**src/hdl/qva_pkg.sv**
```systemverilog
// Shared types, constants and the arctangent table for the vector angle block.
package qva_pkg;

  // Datapath widths: CORDIC x/y, angle accumulator, scaled operands
  localparam int XW    = 36;
  localparam int ZW    = 34;
  localparam int FW    = 30;
  localparam int ITERS = 30;

  localparam logic [29:0]          INV_GAIN = 30'd652032874;
  localparam logic signed [ZW-1:0] HALF_PI  = 34'sd1686629713;
  localparam logic signed [ZW-1:0] PI_30    = 34'sd3373259426;

  // One pipeline beat
  typedef struct packed {
    logic                 vld;
    logic                 spec;  // answer already fixed in z
    logic                 dneg;  // dot product negative
    logic signed [XW-1:0] x;
    logic signed [XW-1:0] y;
    logic signed [ZW-1:0] z;
    logic [FW-1:0]        uz;
    logic [FW-1:0]        ud;
  } qva_beat_t;

  // atan(2^-i) with 30 fraction bits
  function automatic logic signed [ZW-1:0] arc_entry(input int i);
    logic signed [ZW-1:0] r;
    unique case (i)
      0: r = 34'sd843314857;
      1: r = 34'sd497837829;
      2: r = 34'sd263043836;
      3: r = 34'sd133525159;
      4: r = 34'sd67021687;
      5: r = 34'sd33543516;
      6: r = 34'sd16775851;
      7: r = 34'sd8388437;
      8: r = 34'sd4194283;
      9: r = 34'sd2097149;
      default: r = ZW'(34'sd1 <<< (30 - i));
    endcase
    return r;
  endfunction

endpackage

```
**src/hdl/qva_cordic_stage.sv**
```systemverilog
// One registered CORDIC vectoring iteration.
module qva_cordic_stage #(
  parameter int ITER = 0
) (
  input  logic               clk_i,
  input  logic               rst_ni,
  input  qva_pkg::qva_beat_t beat_i,
  output qva_pkg::qva_beat_t beat_o
);
  import qva_pkg::*;

  qva_beat_t beat_d, beat_q;
  logic      vld_q;

  // Rotate toward the x axis; special beats pass untouched
  always_comb begin
    logic signed [XW-1:0] sx, sy;
    sx     = beat_i.x >>> ITER;
    sy     = beat_i.y >>> ITER;
    beat_d = beat_i;
    if (!beat_i.spec) begin
      if (!beat_i.y[XW-1]) begin
        beat_d.x = beat_i.x + sy;
        beat_d.y = beat_i.y - sx;
        beat_d.z = beat_i.z + arc_entry(ITER);
      end else begin
        beat_d.x = beat_i.x - sy;
        beat_d.y = beat_i.y + sx;
        beat_d.z = beat_i.z - arc_entry(ITER);
      end
    end
  end

  always_ff @(posedge clk_i) begin
    beat_q <= beat_d;
  end

  always_ff @(posedge clk_i or negedge rst_ni) begin
    if (!rst_ni) begin
      vld_q <= 1'b0;
    end else begin
      vld_q <= beat_i.vld;
    end
  end

  always_comb begin
    beat_o     = beat_q;
    beat_o.vld = vld_q;
  end

endmodule

```
**config.mk**
```make
export PLATFORM = sky130hd
export DESIGN_NAME = qva_cordic_stage
export DESIGN_NICKNAME = d
export VERILOG_FILES = /design/src/hdl/qva_pkg.sv /design/src/hdl/qva_cordic_stage.sv
export SDC_FILE = /design/constraint.sdc
export NUM_CORES = 1
export LEC_CHECK = 0
export BUFFER_PORTS_ARGS = -buffer_cell sky130_fd_sc_hd__buf_2
export CORE_MARGIN = 8
export CORE_UTILIZATION = 53
export DETAILED_ROUTE_END_ITERATION = 12
export GPL_ROUTABILITY_DRIVEN = 0
export MAX_ROUTING_LAYER = met4
export PLACE_DENSITY = 0.89
export SYNTH_ARGS = -nofsm -noshare
export SYNTH_HDL_FRONTEND = slang
export SYNTH_SLANG_ARGS = --single-unit
```
**constraint.sdc**
```tcl
create_clock -name clk_i -period 0.8 [get_ports clk_i]
set_input_delay 0.12 -clock clk_i [delete_from_list [all_inputs] [get_ports clk_i]]
set_output_delay 0.12 -clock clk_i [all_outputs]
set_load 0.01 [all_outputs]
```
==> impl_metrics.ini, run 1 <==
[clocking]
htree_levels = 4
cts_max_path_buffers = 2
cts_made_buffers = 17
cts-root-buf = clkbuf_16
cts.sinks = 169

[floorplanning]
die_w_um = 170
die_y_um = 170
ios = 340
initial_core_util_pct = 53.9
num_rows = 56

[logic_synthesis]
yosysTopAreaCellShare_pct = 26.6
yosysTopAreaCell = dfxtp_1
syn-num-nets = 1938
synth_seq_cells = 169
yosysWarningCount = 0
synth_edf_count = 0
yosysUniqueCellTypes = 77
yosys.cell_count.top_type = a21oi_1
synth_common_cells = a21oi_1, dfxtp_1, ha_1
ys.flop_type = dfxtp_1
syn-instance-count = 1622
avgSynthCellArea_um2 = 7.79
syn_area_um2 = 12600
ys_seq_area_share_pct = 26.8
synth-async-reset-ratio_pct = 0.592
yosys-top-cells-area = dfxtp_1, ha_1, a21oi_1, xnor2_1, o21ai_0

[global_routing]
grt_usage_pct = 82.9
grt_max_degree = 72
grt_pass1_wl_mm = 180
first_global_vias = 25113
overflow = 379

[status]
status = stopped before the end
error = [ERROR GRT-0116] Global routing finished with congestion. Check the congestion regions in the DRC Viewer.
failed_stage = global routing

[placed_design]
io_buffer_count = 339
placed_cells = 2662
dpl_cell_area_um2 = 18900
dp_hpwl_mm = 46.1
## repair_timing
item                                    CTS
setup buffers                            72
endpoints found under the hold margin   123
resized for setup                       342
pin swaps                               175
endpoints found under the setup margin  270
hold buffers                            124
## stage by stage
step	worst slack (ns)	hold WS, ns
4_1_cts	-1.69	0.000481
3_5_place_dp	-2.32	-0.104
3_3_place_gp	-2.18	-0.104
2_1_floorplan	-1.81	-0.176
## metal layers
metal | GRT overflow | GRT usage (%)
met1 | 12 | 79.1
met2 | 245 | 96.0
met3 | 17 | 71.0
met4 | 105 | 83.8
met5 | - | -
## cells by family after synthesis
logic type,Yosys count,synth area share (%)
xor gates and xnor gates,93,6.44
DFF,169,26.8
adders and majority gates,145,14.6
buffers and inverters,202,6.24
muxes,36,2.89
and+or+nand+nor,397,14.7
AOI/OAI and AO/OA,580,28.3
==> run 2: changes to the inputs <==
Settings changed: CORE_UTILIZATION 53 to 38, MAX_ROUTING_LAYER met4 to not set, PLACE_DENSITY 0.89 to not set, PLACE_DENSITY_LB_ADDON set to 0.15.
==> run 2 against run 1 <==
The flow now finishes, with violations (setup timing); area after synthesis did not move; synthesized cell count unchanged.
==> impl_metrics.ini, run 2 <==
[logic_synthesis]
syn-instance-count = 1622
synth_common_cells = a21oi_1, dfxtp_1, ha_1
yosys.cell_count.top_type = a21oi_1
ys.flop_type = dfxtp_1
synth-async-reset-ratio_pct = 0.592
syn_area_um2 = 12600
yosysUniqueCellTypes = 77
yosysTopAreaCell = dfxtp_1
yosysWarningCount = 0
synth_edf_count = 0
syn-num-nets = 1938
yosys-top-cells-area = dfxtp_1, ha_1, a21oi_1, xnor2_1, o21ai_0
ys_seq_area_share_pct = 26.8
synth_seq_cells = 169
avgSynthCellArea_um2 = 7.79
yosysTopAreaCellShare_pct = 26.6

[critical_path]
start_kind = input port
path_cells = buf_12, inv_4, ha_4, fa_2, nor2b_2, o211ai_1, buf_4, a2111oi_4, o31ai_2, nand4b_1, a221oi_2, nor4_1, o31ai_1, a22o_1, a211o_1
cp-startpoint = beat_i[94]
worst_path_max_delay_cell = a2111oi_4
crit_path_max_fanout = 3
arrival_ns = 2.89
required_ns = 1.15
path_class = input port to register
end_kind = register
max_stage_delay_ns = 0.45

[routing]
totalWireLength_mm = 66.3
viasPerCell = 5.50
drtIter0Drc = 1505
num_vias = 16784
drc_errors = 0
wl_per_cell_um = 21.7
drt_pass1_iterations = 7
drtAntennaViolNets = 0

[floorplanning]
num_rows = 66
ios = 340
die_y_um = 198
die_w_um = 198
initial_core_util_pct = 38.8
core_um2 = 32600
die-area_um2 = 39400

[cells_and_area]
largest_register_ffs = 168
final_cell_mix = buf_4, buf_2, buf_6
drive_above_1_share_pct = 54.8
nets = 2902
layout.cells.non_filler = 3052
layout_commonest_cell = buf_4
stdcell_area_um2 = 24700
area_delta_synth_final_pct = 95.0

[clocking]
cts_max_path_buffers = 2
cts_made_buffers = 17
clkTransAtPathRegs_ns = 0.08
cts.sinks = 169
cts-root-buf = clkbuf_16
htree_levels = 4
cts_tree = yes

[power]
ir_worst_vdd_mv = 1.56
power.leakage_uw = 0.0114
powerDensity_nw_per_um2 = 1490
design_power_total_uw = 36800

[timing]
slew_viol_final = 0
rsz0062_at_grt = true
final_hold_viol_count = 0
tightestPinTransition_ns = 0.972
min_period_over_period_pct = 317
hold_ws_ns = 0.0202
setup_violations = 271
max_freq_mhz = 394
setup_slack_ns = -1.74
period_minus_slack_ns = 2.54
slew_headroom_pct = 35.2

[placed_design]
post-place-ws_ns = -2.26
dpl_cell_area_um2 = 19100
io_buffer_count = 339
placed_cells = 2805
dp_hpwl_mm = 43.9

[status]
violations = setup timing
status = finished, violations left

[global_routing]
antenna_found_initial = 10
grt_usage_pct = 29.5
first_global_vias = 16528
grt_max_degree = 58
grt_pass1_wl_mm = 91.7
overflow = 0

[hold_path]
min-delay-start = beat_i[112]
hp-class = input port to register

[flow_run]
maxCapViolations = 0
## run 2: final timing paths
| check | end | slack [ns] | depth (start not counted) |
|---|---|---|---|
| max | beat_o[126] | -1.74 | 15 |
| min | beat_o[112] | 0.02 | 4 |
| max in group asynchronous | vld_q | 0.13 | 3 |
| min in group asynchronous | vld_q | 0.55 | 3 |
## run 2: cell type report
class                           instances  area [µm²]
Antenna cell                           11        27.5
Sequential cell                       169        3530
Clock buffer                           18         429
Multi-Input combinational cell       1251       11000
Inverter                              122         544
Clock inverter                         14         150
Fill cell                            2190        7970
Timing Repair inverter                  1        8.76
Tap cell                              442         553
Timing Repair Buffer                 1024        8370
## run 2: kinds of logic after synthesis
kind of cell / synth area share (%)
AOI/OAI and AO/OA: 28.3
xor gates and xnor gates: 6.44
adders and majority gates: 14.6
buffers and inverters: 6.24
DFF: 26.8
muxes: 2.89
and+or+nand+nor: 14.7
## run 2: critical path, delay by kind of cell
kind | cells | cell delay, ns
AO/OA/AOI/OAI | 7 | 1.36
AND/OR/NAND/NOR | 3 | 0.56
adder cells (fa/ha/maj) | 2 | 0.54
buffers and inverters | 3 | 0.28
## run 2: metrics by stage
| step | TNS, ns | util, % |
|---|---|---|
| 4_1_cts | -143.66 | 70.8 |
| 2_1_floorplan | -112.02 | - |
| 5_1_grt | -161.77 | 75.5 |
| 3_5_place_dp | -170.14 | 58.7 |
| 6_report | -150.92 | 75.6 |
| 3_3_place_gp | -167.71 | 58.7 |
## run 2: per-layer routing
metal	GRT usage [%]	vias up	wire, µm
li1	-	7682	-
met1	34.1	7935	25400
met2	50.9	905	31500
met3	5.43	258	5570
met4	16.2	4	3850
met5	0	-	27
## run 2: what timing repair did
| item | in CTS | in global routing |
|---|---|---|
| pin swaps | 204 | 186 |
| setup buffers | 57 | 52 |
| resized for setup | 426 | 302 |
| hold buffers | 130 | 0 |
| gates cloned | 2 | 0 |
| endpoints found under the setup margin | 270 | 270 |
| endpoints found under the hold margin | 129 | 0 |
## run 2: where the power goes
part | internal (µW) | switching [µW] | total, µW | leakage [µW]
sequential | 9520 | 480 | 10000 | 0.00143
combinational | 9160 | 9030 | 18200 | 0.00965
clock | 4180 | 4430 | 8610 | 0.000282
total | 22900 | 13900 | 36800 | 0.0114
Note: power is estimated with default switching activity, not from simulation.
