<file path="config.mk">
export PLATFORM = sky130hd
export DESIGN_NAME = qva_gain
export DESIGN_NICKNAME = d
export VERILOG_FILES = /design/src/hdl/qva_pkg.sv /design/src/hdl/qva_gain.sv
export SDC_FILE = /design/constraint.sdc
export NUM_CORES = 1
export LEC_CHECK = 0
export BUFFER_PORTS_ARGS = -buffer_cell sky130_fd_sc_hd__buf_4
export CAP_MARGIN = 0
export CORE_MARGIN = 2
export CORE_UTILIZATION = 55
export CTS_CLUSTER_DIAMETER = 30
export DETAILED_ROUTE_END_ITERATION = 6
export HOLD_SLACK_MARGIN = 0.1
export PLACE_DENSITY = 0.87
export SLEW_MARGIN = 25
export SYNTH_ARGS = -nofsm -noshare
export SYNTH_HDL_FRONTEND = slang
export SYNTH_SLANG_ARGS = --single-unit
</file>
<file path="constraint.sdc">
create_clock -name clk_i -period 0.8 [get_ports clk_i]
set_input_delay 0.16 -clock clk_i [delete_from_list [all_inputs] [get_ports clk_i]]
set_output_delay 0.16 -clock clk_i [all_outputs]
set_load 0.005 [all_outputs]
</file>
<file path="src/hdl/qva_pkg.sv">
// Shared types, constants and the arctangent table for the vector angle block.
package qva_pkg;

  // Datapath widths: CORDIC x/y, angle accumulator, scaled operands
  localparam int XW    = 36;
  localparam int ZW    = 34;
  localparam int FW    = 30;
  localparam int ITERS = 30;

  localparam logic [29:0]          INV_GAIN = 30'd652032874;
  localparam logic signed [ZW-1:0] HALF_PI  = 34'sd1686629713;
  localparam logic signed [ZW-1:0] PI_30    = 34'sd3373259426;

  // One pipeline beat
  typedef struct packed {
    logic                 vld;
    logic                 spec;  // answer already fixed in z
    logic                 dneg;  // dot product negative
    logic signed [XW-1:0] x;
    logic signed [XW-1:0] y;
    logic signed [ZW-1:0] z;
    logic [FW-1:0]        uz;
    logic [FW-1:0]        ud;
  } qva_beat_t;

  // atan(2^-i) with 30 fraction bits
  function automatic logic signed [ZW-1:0] arc_entry(input int i);
    logic signed [ZW-1:0] r;
    unique case (i)
      0: r = 34'sd843314857;
      1: r = 34'sd497837829;
      2: r = 34'sd263043836;
      3: r = 34'sd133525159;
      4: r = 34'sd67021687;
      5: r = 34'sd33543516;
      6: r = 34'sd16775851;
      7: r = 34'sd8388437;
      8: r = 34'sd4194283;
      9: r = 34'sd2097149;
      default: r = ZW'(34'sd1 <<< (30 - i));
    endcase
    return r;
  endfunction

endpackage

</file>
<file path="src/hdl/qva_gain.sv">
// CORDIC gain removal and setup of the next vectoring pass.
module qva_gain #(
  parameter bit FINAL = 1'b0
) (
  input  logic               clk_i,
  input  logic               rst_ni,
  input  qva_pkg::qva_beat_t beat_i,
  output qva_pkg::qva_beat_t beat_o
);
  import qva_pkg::*;

  qva_beat_t beat_d, beat_q;
  logic      vld_q;

  always_comb begin
    logic [63:0]          prod;
    logic signed [XW-1:0] g;
    prod   = 64'(beat_i.x[33:0]) * 64'(INV_GAIN);
    g      = XW'(prod[63:30]);
    beat_d = beat_i;
    if (!beat_i.spec) begin
      if (!FINAL) begin
        // second pass: combine with |dz|
        beat_d.x = g;
        beat_d.y = XW'(beat_i.uz);
        beat_d.z = '0;
      end else if (beat_i.dneg) begin
        beat_d.x = g;
        beat_d.y = XW'(beat_i.ud);
        beat_d.z = HALF_PI;
      end else begin
        beat_d.x = XW'(beat_i.ud);
        beat_d.y = g;
        beat_d.z = '0;
      end
    end
  end

  always_ff @(posedge clk_i) begin
    beat_q <= beat_d;
  end

  always_ff @(posedge clk_i or negedge rst_ni) begin
    if (!rst_ni) begin
      vld_q <= 1'b0;
    end else begin
      vld_q <= beat_i.vld;
    end
  end

  always_comb begin
    beat_o     = beat_q;
    beat_o.vld = vld_q;
  end

endmodule

</file>
==> results.yml, run 1 <==
clock_network:
  cts_buffers: 17
  htree_num_levels: 4
  cts_buffer_depth: 2
  cts.root.buffer_cell: "clkbuf_16"
  clock_sinks: 169
outcome:
  error_line: "[ERROR GRT-0232] Routing congestion too high. Check the congestion heatmap in the GUI."
  haltStage: "global routing (5_1_grt)"
  status: "stopped before the end"
sta:
  worst-ep-kind: "register input"
  postGrtWorstEndpoint: "beat_o[162]$_DFF_P_/D"
global_routing:
  grt_overflow: 266
  gr-usage-all-layers: 0.632
  grt_max_degree: 21
place:
  place_congestion: 1.00
  place_area_um2: 30900
  io_buffer_count: 339
  hpwl_um: 72300
  place_ws_ns: -6.15
synthesis:
  syn_area_um2: 24000
  synth_common_cells: "782 x inv_1, 489 x fa_1, 366 x ha_1"
  synth_edf_count: 0
  synthCells: 2345
  ys_warn_count: 0
  synth_area_leaders: "fa_1 41%, ha_1 19%, dfxtp_1 14%"
  synth_top_area_share: 0.408
  yosysMostFrequentCell: "inv_1"
  synth_flop_cell: "dfxtp_1"
  synth-async-reset-ratio: 0.00592
  avgSynthCellArea_um2: 10.2
  synth-seq-cells: 169
  synth_nets: 3371
  seq_area_frac_synth: 0.141
  yosysTopAreaCell: "fa_1"
  ys_types: 64
floorplan:
  rows: 76
  initial_core_util: 0.557
  ios: 340
  die_y_um: 213
  dieWidth_um: 213
[timing repair]
item / 4_1_cts
setup endpoints to repair: 203
gates resized for setup: 429
endpoints found under the hold margin: 135
buffers inserted: 33
pin swaps: 101
hold buffers: 136
[per-stage QoR]
step                cells  hold slack [ns]
floorplan            2345           -0.136
global placement     3659          -0.0437
detailed placement   3659          -0.0427
CTS                  3852            0.131
[cells by family after synthesis]
group / after synthesis / share of synthesized area
fa+ha+maj: 855 / 0.598
buf+inv: 810 / 0.127
compound gates: 233 / 0.0634
simple gates: 219 / 0.0456
flops: 169 / 0.141
mux: 30 / 0.0141
xor+xnor: 29 / 0.0106
[routing by layer]
layer,GRT usage,GRT overflow
met1,0.638,1
met2,0.839,165
met3,0.419,3
met4,0.610,97
met5,0.215,0
==> inputs of run 2 (changes only) <==
--- a/config.mk
+++ b/config.mk
@@ -8,11 +8,9 @@
 export BUFFER_PORTS_ARGS = -buffer_cell sky130_fd_sc_hd__buf_4
 export CAP_MARGIN = 0
 export CORE_MARGIN = 2
-export CORE_UTILIZATION = 55
-export CTS_CLUSTER_DIAMETER = 30
+export CORE_UTILIZATION = 40
 export DETAILED_ROUTE_END_ITERATION = 6
-export HOLD_SLACK_MARGIN = 0.1
-export PLACE_DENSITY = 0.87
+export PLACE_DENSITY_LB_ADDON = 0.15
 export SLEW_MARGIN = 25
 export SYNTH_ARGS = -nofsm -noshare
 export SYNTH_HDL_FRONTEND = slang
==> constraint.sdc (replaced) <==
create_clock -name clk_i -period 1 [get_ports clk_i]
set_input_delay 0.2 -clock clk_i [delete_from_list [all_inputs] [get_ports clk_i]]
set_output_delay 0.2 -clock clk_i [all_outputs]
set_load 0.005 [all_outputs]
==> results.yml, run 2 <==
synthesis:
  yosysTopAreaCell: "fa_1"
  synth-seq-cells: 169
  synth_common_cells: "782 x inv_1, 489 x fa_1, 366 x ha_1"
  synth_flop_cell: "dfxtp_1"
  yosysMostFrequentCell: "inv_1"
  seq_area_frac_synth: 0.141
  synth_nets: 3371
  avgSynthCellArea_um2: 10.2
  synth-async-reset-ratio: 0.00592
  syn_area_um2: 24000
  ys_warn_count: 0
  synth_area_leaders: "fa_1 41%, ha_1 19%, dfxtp_1 14%"
  ys_types: 64
  synthCells: 2345
  synth_top_area_share: 0.408
  synth_edf_count: 0
clock_network:
  htree_num_levels: 4
  clock_sinks: 169
  cts_buffers: 17
  cts_tree: "yes"
  cts.root.buffer_cell: "clkbuf_16"
  cts_buffer_depth: 2
  clk_pin_slew_worst_paths_ns: 0.08
sta:
  tightest_slew_ns: 0.585
  max_slew_margin: 0.606
  tns_ns: -187.43
  layout_setup_ws_ns: -5.37
  timing.final.crit_share: 6.37
  fmax_ghz: 0.157
  hold_slack_ns: 0.0285
  setup_violations: 203
  min_period_ns: 6.37
  rsz0062_at_grt: "yes"
  hold_viol: 0
  slew_violations: 0
setup_path:
  endpoint: "beat_o[157]$_DFF_P_"
  startpoint: "beat_i[136]"
  arrival_ns: 6.75
  end_kind: "flip-flop"
  path_max_fanout: 6
  worstPathRequired_ns: 1.38
  crit_type: "in -> reg"
  cp-start-kind: "primary input"
layout:
  largest_reg_flops: 168
  final_layout_size_suffix_gt1_frac: 0.378
  syn2layout_area_growth_pct: 47.8
  seq_area_um2: 3610
  stdcell_count: 4064
  layout_commonest_cell: "inv_1"
  n_fill_cell: 5016
  multi_input_area_um2: 18900
  final_cell_mix: "749 x inv_1, 580 x buf_4, 471 x fa_1"
  final_util: 0.599
  nets: 4303
outcome:
  status: "finished, violations left"
  violations: "negative setup slack"
global_routing:
  grt_pass1_wl_um: 130000
  gr-usage-all-layers: 0.278
  grt_overflow: 0
  first_global_vias: 22400
  antenna_found_initial: 2
  grt_max_degree: 35
route:
  dr.pass1.iters: 5
  wl_per_cell_um: 20.5
  wl_um: 83300
  wl_met3_um: 2920
  viasPerCell: 4.67
  drt_first_iter_violations: 721
  drc: 0
  ant_nets: 0
  met2WireLength_um: 41800
  dr_total_vias: 19000
  wl_met1_um: 34700
  highest_layer: "met4"
floorplan:
  coreArea_um2: 59200
  rows: 89
  initial_core_util: 0.405
  die_area_um2: 62000
  die_y_um: 249
  ios: 340
  dieWidth_um: 249
place:
  io_buffer_count: 339
  place_congestion: 0.948
  place_inst: 3855
  hpwl_um: 72400
worst_hold_path:
  hold_class: "in -> reg"
run:
  drv_cap: 0
==> run 2: cell counts after synthesis <==
Identical to the previous run, type by type.
==> run 2: cell families after synthesis <==
| group | count (synthesis) | share of synthesized area |
|---|---|---|
| adders and majority gates | 855 | 0.598 |
| xor gates and xnor gates | 29 | 0.0106 |
| muxes | 30 | 0.0141 |
| and+or+nand+nor | 219 | 0.0456 |
| DFF | 169 | 0.141 |
| AOI/OAI and AO/OA | 233 | 0.0634 |
| buffers and inverters | 810 | 0.127 |
==> run 2: layout make-up <==
| class | instances | share of cell area |
|---|---|---|
| well taps | 773 | 0.0273 |
| repair buffers | 941 | 0.236 |
| multi-input cells | 1366 | 0.533 |
| inverters | 782 | 0.0841 |
| clock inverters | 14 | 0.00508 |
| flip-flops and latches | 169 | 0.102 |
| diodes | 1 | 0.0000705 |
| clock buffers | 18 | 0.0124 |
==> run 2: per-stage QoR <==
stage | cell area (um^2) | worst slack, ns
finish | 35500 | -5.37
global route | 35500 | -5.63
CTS | 35000 | -5.35
detailed placement | 31100 | -5.95
global placement | 31100 | -5.94
floorplan | 24500 | -5.33
==> run 2: timing repair <==
item,in CTS,in global routing
pin swaps,103,66
gates cloned,0,0
hold endpoints to repair,131,0
setup endpoints to repair,203,203
setup buffers,37,15
hold buffers,131,0
resized for setup,461,141
==> run 2: routing by layer <==
layer,vias to the layer above,global-route usage
met4,0,0.113
li1,8926,-
met2,384,0.487
met5,-,0
met1,9542,0.346
met3,146,0.0391
==> run 2: critical path: stages <==
cell and delay (ns):
buf_8 0.08, clkinvlp_4 0.12, fa_1 0.50, fa_1 0.50
inv_2 0.04, fa_1 0.52, inv_2 0.05, fa_1 0.53
inv_1 0.05, fa_2 0.58, fa_1 0.44, fa_1 0.49
inv_1 0.05, fa_1 0.49, inv_2 0.05, ha_4 0.29
nand4_1 0.19, buf_4 0.21, a2111oi_4 0.24, o32ai_4 0.17
o31ai_4 0.30, a31oi_4 0.16, or4_1 0.42, nand3_1 0.08
==> run 2: worst min path at each step <==
stage / cells after the start / from / endpoint
3_5_place_dp: 1 / rst_ni / vld_q$_DFF_PN0_
2_1_floorplan: 0 / rst_ni / vld_q$_DFF_PN0_
3_3_place_gp: 1 / rst_ni / vld_q$_DFF_PN0_
6_report: 2 / beat_i[67] / beat_o[67]$_SDFF_PN0_
4_1_cts: 2 / beat_i[67] / beat_o[67]$_SDFF_PN0_
5_1_grt: 2 / beat_i[67] / beat_o[67]$_SDFF_PN0_
Power of run 2 is not shown: default switching activity piles up to over one toggle a cycle in this logic, so the estimate is an artifact.
